===== src/hw/rtl/trh_pkg.sv =====
// ----------------------------------------------------------------------------
// trh_pkg
// Types and constants shared by the IPv4/TCP reset header builder: the
// transfer structs of the input and result channels, the header word
// positions, the pipeline constants and the fixed header field values.
// ----------------------------------------------------------------------------
package trh_pkg;

  // One connection tuple, transferred on the input channel.
  typedef struct packed {
    logic [31:0] source_address;
    logic [31:0] destination_address;
    logic [15:0] source_port;
    logic [15:0] destination_port;
    logic [31:0] sequence_number;
    logic [15:0] ip_ident;
  } hdr_in_t;

  // One header word, transferred on the result channel.
  typedef struct packed {
    logic [31:0] header_word;
    logic [3:0]  word_index;
    logic        last_word;
  } hdr_out_t;

  // Word positions within the 40-byte header.
  localparam logic [3:0] WORD_VER_LEN  = 4'd0;
  localparam logic [3:0] WORD_IDENT    = 4'd1;
  localparam logic [3:0] WORD_TTL_CSUM = 4'd2;
  localparam logic [3:0] WORD_SADDR    = 4'd3;
  localparam logic [3:0] WORD_DADDR    = 4'd4;
  localparam logic [3:0] WORD_PORTS    = 4'd5;
  localparam logic [3:0] WORD_SEQ      = 4'd6;
  localparam logic [3:0] WORD_ACK      = 4'd7;
  localparam logic [3:0] WORD_FLAGS    = 4'd8;
  localparam logic [3:0] WORD_TCP_CSUM = 4'd9;
  localparam logic [3:0] WORD_LAST     = WORD_TCP_CSUM;

  // Checksum pipeline depth ahead of the word serializer.
  localparam logic [3:0] PIPE_DEPTH    = 4'd3;
  // Serializer index from which a new tuple may be taken.
  localparam logic [3:0] ACCEPT_IDX    = WORD_LAST - PIPE_DEPTH;

  // Fixed header fields.
  localparam logic [7:0]  VER_IHL      = 8'h45;
  localparam logic [15:0] TOTAL_LEN    = 16'd40;
  localparam logic [7:0]  PROTO_TCP    = 8'd6;
  localparam logic [15:0] TCP_LEN      = 16'd20;
  localparam logic [7:0]  DATA_OFFSET  = 8'h50;
  localparam logic [7:0]  RST_FLAG     = 8'h04;
  localparam logic [7:0]  TTL_RESET    = 8'd64;

endpackage


===== src/hw/rtl/tcp_reset_header_builder.sv =====
// ----------------------------------------------------------------------------
// tcp_reset_header_builder
// Builds a 40-byte IPv4 + TCP reset header from a connection tuple and
// sends it as ten big-endian 32-bit words, with both checksums filled in.
//
//   channel  | handshake            | payload
//   ---------+----------------------+---------------------------
//   input    | start / busy         | in_data   (hdr_in_t)
//   result   | out_valid (strobe)   | out_data  (hdr_out_t)
//   config   | cfg_wr_en            | cfg_wr_data (time to live)
//
// A tuple passes through the checksum pipeline and then the word serializer,
// which sends one word per cycle. The serializer sets the rate: a new tuple
// is taken while the previous header is still being sent, and words of
// consecutive tuples follow with no gap.
// Reset is synchronous (rst_n low); time to live resets to 64.
// The receiver cannot stall; busy throttles the sender instead.
// ----------------------------------------------------------------------------
module tcp_reset_header_builder (
  input  logic             clk,
  input  logic             rst_n,
  input  logic             start,
  output logic             busy,
  input  trh_pkg::hdr_in_t in_data,
  output logic             out_valid,
  output trh_pkg::hdr_out_t out_data,
  input  logic             cfg_wr_en,
  input  logic [7:0]       cfg_wr_data
);
  import trh_pkg::*;

  // Configuration register.
  logic [7:0] ttl_r;

  // Stage 1: partial sums.
  logic        s1_valid_r;
  hdr_in_t     s1_tup_r;
  logic [7:0]  s1_ttl_r;
  logic [17:0] s1_ip_part_r;
  logic [17:0] s1_addr_sum_r;
  logic [18:0] s1_tcp_part_r;

  // Stage 2: totals, folded once.
  logic        s2_valid_r;
  hdr_in_t     s2_tup_r;
  logic [7:0]  s2_ttl_r;
  logic [16:0] s2_ip_fold_r;
  logic [16:0] s2_tcp_fold_r;

  // Stage 3: final checksums.
  logic        s3_valid_r;
  hdr_in_t     s3_tup_r;
  logic [7:0]  s3_ttl_r;
  logic [15:0] s3_ip_csum_r;
  logic [15:0] s3_tcp_csum_r;

  // Serializer.
  logic        ser_valid_r;
  logic        ser_valid_nxt;
  logic [3:0]  ser_idx_r;
  logic [3:0]  ser_idx_nxt;
  hdr_in_t     ser_tup_r;
  logic [7:0]  ser_ttl_r;
  logic [15:0] ser_ip_csum_r;
  logic [15:0] ser_tcp_csum_r;

  logic        in_xfer;
  logic [19:0] ip_total;
  logic [19:0] tcp_total;
  logic [16:0] ip_fold2;
  logic [16:0] tcp_fold2;
  logic [31:0] word;

  // Only one tuple may be in the checksum pipeline, and it must not reach the
  // serializer before the previous header sends its last word.
  assign busy    = s1_valid_r || s2_valid_r || s3_valid_r ||
                   (ser_valid_r && (ser_idx_r < ACCEPT_IDX));
  assign in_xfer = start && !busy;

  // Time-to-live register.
  always_ff @(posedge clk) begin
    if (!rst_n) begin
      ttl_r <= TTL_RESET;
    end else if (cfg_wr_en) begin
      ttl_r <= cfg_wr_data;
    end
  end

  // Valid bits of the checksum pipeline.
  always_ff @(posedge clk) begin
    if (!rst_n) begin
      s1_valid_r <= 1'b0;
      s2_valid_r <= 1'b0;
      s3_valid_r <= 1'b0;
    end else begin
      s1_valid_r <= in_xfer;
      s2_valid_r <= s1_valid_r;
      s3_valid_r <= s2_valid_r;
    end
  end

  // Stage 1 payload: sums of the IPv4 fields, the addresses and the TCP fields.
  always_ff @(posedge clk) begin
    s1_tup_r      <= in_data;
    s1_ttl_r      <= ttl_r;
    s1_ip_part_r  <= {2'b0, VER_IHL, 8'h00} + {2'b0, TOTAL_LEN}
                   + {2'b0, in_data.ip_ident} + {2'b0, ttl_r, PROTO_TCP};
    s1_addr_sum_r <= {2'b0, in_data.source_address[31:16]}
                   + {2'b0, in_data.source_address[15:0]}
                   + {2'b0, in_data.destination_address[31:16]}
                   + {2'b0, in_data.destination_address[15:0]};
    s1_tcp_part_r <= {3'b0, in_data.source_port} + {3'b0, in_data.destination_port}
                   + {3'b0, in_data.sequence_number[31:16]}
                   + {3'b0, in_data.sequence_number[15:0]}
                   + {11'b0, PROTO_TCP} + {3'b0, TCP_LEN}
                   + {3'b0, DATA_OFFSET, RST_FLAG};
  end

  // Stage 2: add the address sum to both totals and fold once.
  assign ip_total  = {2'b0, s1_ip_part_r} + {2'b0, s1_addr_sum_r};
  assign tcp_total = {1'b0, s1_tcp_part_r} + {2'b0, s1_addr_sum_r};

  always_ff @(posedge clk) begin
    s2_tup_r      <= s1_tup_r;
    s2_ttl_r      <= s1_ttl_r;
    s2_ip_fold_r  <= {1'b0, ip_total[15:0]} + {13'b0, ip_total[19:16]};
    s2_tcp_fold_r <= {1'b0, tcp_total[15:0]} + {13'b0, tcp_total[19:16]};
  end

  // Stage 3: second fold cannot carry again; invert to get the checksum.
  assign ip_fold2  = {1'b0, s2_ip_fold_r[15:0]} + {16'b0, s2_ip_fold_r[16]};
  assign tcp_fold2 = {1'b0, s2_tcp_fold_r[15:0]} + {16'b0, s2_tcp_fold_r[16]};

  always_ff @(posedge clk) begin
    s3_tup_r      <= s2_tup_r;
    s3_ttl_r      <= s2_ttl_r;
    s3_ip_csum_r  <= ~ip_fold2[15:0];
    s3_tcp_csum_r <= ~tcp_fold2[15:0];
  end

  // Serializer control: load a finished header, else step through the words.
  always_comb begin
    ser_valid_nxt = ser_valid_r;
    ser_idx_nxt   = ser_idx_r;
    if (s3_valid_r) begin
      ser_valid_nxt = 1'b1;
      ser_idx_nxt   = WORD_VER_LEN;
    end else if (ser_valid_r && (ser_idx_r == WORD_LAST)) begin
      ser_valid_nxt = 1'b0;
    end else if (ser_valid_r) begin
      ser_idx_nxt   = ser_idx_r + 4'd1;
    end
  end

  always_ff @(posedge clk) begin
    if (!rst_n) begin
      ser_valid_r <= 1'b0;
      ser_idx_r   <= WORD_VER_LEN;
    end else begin
      ser_valid_r <= ser_valid_nxt;
      ser_idx_r   <= ser_idx_nxt;
    end
  end

  always_ff @(posedge clk) begin
    if (s3_valid_r) begin
      ser_tup_r      <= s3_tup_r;
      ser_ttl_r      <= s3_ttl_r;
      ser_ip_csum_r  <= s3_ip_csum_r;
      ser_tcp_csum_r <= s3_tcp_csum_r;
    end
  end

  // Word selection.
  always_comb begin
    unique case (ser_idx_r)
      WORD_VER_LEN:  word = {VER_IHL, 8'h00, TOTAL_LEN};
      WORD_IDENT:    word = {ser_tup_r.ip_ident, 16'h0000};
      WORD_TTL_CSUM: word = {ser_ttl_r, PROTO_TCP, ser_ip_csum_r};
      WORD_SADDR:    word = ser_tup_r.source_address;
      WORD_DADDR:    word = ser_tup_r.destination_address;
      WORD_PORTS:    word = {ser_tup_r.source_port, ser_tup_r.destination_port};
      WORD_SEQ:      word = ser_tup_r.sequence_number;
      WORD_ACK:      word = 32'h0000_0000;
      WORD_FLAGS:    word = {DATA_OFFSET, RST_FLAG, 16'h0000};
      WORD_TCP_CSUM: word = {ser_tcp_csum_r, 16'h0000};
      default:       word = 32'h0000_0000;
    endcase
  end

  // Result transfer.
  assign out_valid            = ser_valid_r;
  assign out_data.header_word = word;
  assign out_data.word_index  = ser_idx_r;
  assign out_data.last_word   = (ser_idx_r == WORD_LAST);

`ifndef ASSERT_OFF
  // A finished header never overwrites one still being sent.
  a_no_overlap: assert property (@(posedge clk) disable iff (!rst_n)
    s3_valid_r |-> (!ser_valid_r || (ser_idx_r == WORD_LAST)))
    else $error("header loaded while serializer busy");

  // The checksum pipeline holds at most one tuple.
  a_one_in_pipe: assert property (@(posedge clk) disable iff (!rst_n)
    $countones({s1_valid_r, s2_valid_r, s3_valid_r}) <= 1)
    else $error("more than one tuple in checksum pipeline");

  // Words of one header follow each other without gaps.
  a_word_step: assert property (@(posedge clk) disable iff (!rst_n)
    (out_valid && (out_data.word_index != WORD_LAST)) |=>
      (out_valid && (out_data.word_index == $past(out_data.word_index) + 4'd1)))
    else $error("header words not contiguous");

  // An accepted tuple starts its header after the pipeline latency.
  a_latency: assert property (@(posedge clk) disable iff (!rst_n)
    in_xfer |-> ##4 (out_valid && (out_data.word_index == WORD_VER_LEN)))
    else $error("header did not start on time");
`endif

endmodule


===== config.mk =====
export PLATFORM = sky130hd
export DESIGN_NAME = tcp_reset_header_builder
export DESIGN_NICKNAME = d
export VERILOG_FILES = /design/src/hw/rtl/trh_pkg.sv /design/src/hw/rtl/tcp_reset_header_builder.sv
export SDC_FILE = /design/constraint.sdc
export NUM_CORES = 1
export LEC_CHECK = 0
export ABC_AREA = 1
export BUFFER_PORTS_ARGS = -buffer_cell sky130_fd_sc_hd__buf_2
export CORE_MARGIN = 8
export CORE_UTILIZATION = 52
export DETAILED_ROUTE_END_ITERATION = 10
export PLACE_DENSITY_LB_ADDON = 0.15
export SLEW_MARGIN = 15
export SYNTH_ARGS = -nofsm -noshare
export SYNTH_HDL_FRONTEND = slang
export SYNTH_SLANG_ARGS = --single-unit

===== constraint.sdc =====
create_clock -name clk -period 7 [get_ports clk]
set_input_delay 1.4 -clock clk [delete_from_list [all_inputs] [get_ports clk]]
set_output_delay 1.4 -clock clk [all_outputs]
set_load 0.05 [all_outputs]

==> out/results.ini <==
[outcome]
status=finished clean

[yosys]
synthTopCellsByArea=dfxtp_1 45%, edfxtp_1 21%, nand2_1 5.9%
yosys_warnings=0
ys_seq_area_frac=0.658
synth.net_count=2569
synth_cells=2224
post-synth-top-area-cell=dfxtp_1
synth_edf_count=184
synth_seq_cells=776
ys.flop_type=dfxtp_1
syn_area_per_cell_um2=11.9
yosysUniqueCellTypes=48
async_flop_share=0
yosysMostFrequentCell=dfxtp_1
synth.cell_area_um2=26400
synth_common_cells=592 x dfxtp_1, 415 x nand2_1, 273 x inv_1, 184 x edfxtp_1, 120 x ha_1
synth_top_area_frac=0.449

[clock_tree]
cts.path.max_buffers=3
cts_tree=yes
post-cts-setup-buffer-count=0
ctsHoldBuffers=0
cts_resized=0
cts_root_buf=clkbuf_16
htree_levels=3
clk_pin_slew_ps=60
numCtsBuffers=75
clock-sinks=776
clk_latency_ps=610

[placement]
port-buffer-count=194
place_congestion=0.891
pre_cts_ws_ps=2230
detailedPlacementHpwl_mm=48.0

[timing]
rsz0062_at_grt=false
setup_viol=0
max_freq_mhz=209
hold_viol=0
clock_skew_ps=18.8
min_period_over_period=0.683
fin_crit_ps=4780
maxSlewHeadroom=0.311
hold_ws_ps=314
setup_tns_ps=0
fin_ws_ps=2220
drv_slew=0
worst-slew-pin-transition_ps=1030

[global_routing]
overflow=0
met1_usage=0.291
grt_pass1_vias=16300
grt-busiest-layer=met2
grt_usage=0.217
grt_max_degree=71
use_met3=0.0444
grt_pass1_wl_mm=93.9
grt_antenna_before_repair=4
met2_usage=0.351

[routing]
drc_errors=0
finalWirelength_mm=62.7
num_vias=15900
first_pass_iters=5
vias_per_cell=4.92
drt_iter0_drc=1074
wl_per_cell_um=19.5
ant_nets=0

[power_and_ir_drop]
p_int_mw=8.94
pwr-share-seq=0.404
power.share.clock=0.296
p_leak_nw=13.8
ir_worst_vdd_mv=0.208
switching_share=0.340
p_total_mw=13.5
power_density_nw_per_um2=440
p_comb_frac=0.300
p_sw_mw=4.60

[floorplanning]
rows=82
initial_core_util=0.527
num_io_pins=195
dieHeight_um=241
fp.dieW_um=241
core_um2=50200
dieArea_um2=58300

[worst_hold_path]
min_path_type=flop to flop
hold_start=s2_tup_r[5]

[setup_path]
end_kind=primary output
critPathRequiredTime_ps=5600
cp-start-kind=flop
regToRegEndpoint=s2_tcp_fold_r[16]
crit_arrival_ps=3380
critPathMaxFanout=32
startpoint=ser_idx_r[1]
reg2reg_from=s1_addr_sum_r[0]
r2r_cells=21
setup.worst_path.end=out_data[23]
crit_type=flop to primary output
rrSetupSlack_ps=3300

[layout]
nets=2830
drive_above_1_share=0.146
regArea_um2=17400
nFillCells=4001
multi_input_comb_area_um2=7930
postLayoutCoreUtil=0.613
area_growth_pct=16.4

[run]
maxCapViolations=0

cell usage in the layout (no fill, tap or decap), types with 69 or more instances in the layout:
cell type  synthesis  layout
inv_1            273     273
clkbuf_16          0      80
nor2_1            85      82
nand2_1          415     415
nand3_1           96      96
a21oi_1           72      72
buf_2              8     194
ha_1             120     120
dfxtp_1          592     591
edfxtp_1         184     184
xor2_1            69      69
fa_1              69      69
metal layers:
layer  routed length (um)  vias up  part of all wire
li1                     -     7797                 -
met4                 1570        6             0.025
met5                   42        -           0.00067
met3                 3880       91             0.062
met2                29000      415              0.46
met1                28200     7542              0.45
critical path, cell delays in order, from the launching register on:
cell and delay (ps):
dfxtp_1 440, inv_1 120, ha_1 210, inv_1 130
nor2_2 60, buf_4 280, a22o_1 270, a221oi_1 650
nand3_1 290, buf_2 300
state kept, by name (all words and copies together), names as in the netlist, 16 cells and up:
signal	count
s1_ip_part_r	18
s3_tup_r	144
ser_tup_r	144
s2_ip_fold_r	17
s2_tup_r	144
s1_tcp_part_r	19
ser_tcp_csum_r	16
s2_tcp_fold_r	17
s1_addr_sum_r	18
s3_tcp_csum_r	16
ser_ip_csum_r	16
s3_ip_csum_r	16
s1_tup_r	143
power groups by stage:
stage	combinational (mW)	sequential, mW	clock (mW)
2_1_floorplan	3.03	5.40	0
3_3_place_gp	3.96	5.56	0
3_5_place_dp	4.02	5.57	0
4_1_cts	4.05	5.48	4.09
5_1_grt	4.60	5.51	4.29
6_report	4.06	5.47	4.01
layout make-up:
type,instances,area share
repair buffers,203,0.0338
clock inverters,28,0.00883
inverters,278,0.0339
clock buffers,111,0.0734
flip-flops and latches,776,0.565
multi-input cells,1151,0.258
diodes,1,0.0000813
well taps,672,0.0273
through the flow:
step / cells / area, um^2
5_1_grt: 3219 / 30800
3_5_place_dp: 3080 / 28200
6_report: 3220 / 30800
2_1_floorplan: 2224 / 26400
4_1_cts: 3219 / 30800
3_3_place_gp: 3080 / 28200
cells by family after synthesis:
family,Yosys count,synth area share
flip-flops,776,0.658
adder cells (fa/ha/maj),189,0.109
AO/OA/AOI/OAI,177,0.0436
AND/OR/NAND/NOR,691,0.115
XOR/XNOR,94,0.0314
buffers and inverters,297,0.0429
how the worst min path moves through the flow:
stage	slack, ps	end	depth (start not counted)
floorplan	310	s2_ttl_r[0]	0
global placement	310	s2_tup_r[112]	0
detailed placement	310	s2_tup_r[85]	0
CTS	310	s3_tup_r[5]	0
global route	320	s2_tup_r[119]	0
finish	310	s3_tup_r[5]	0
Note: power is estimated with default switching activity, not from simulation.
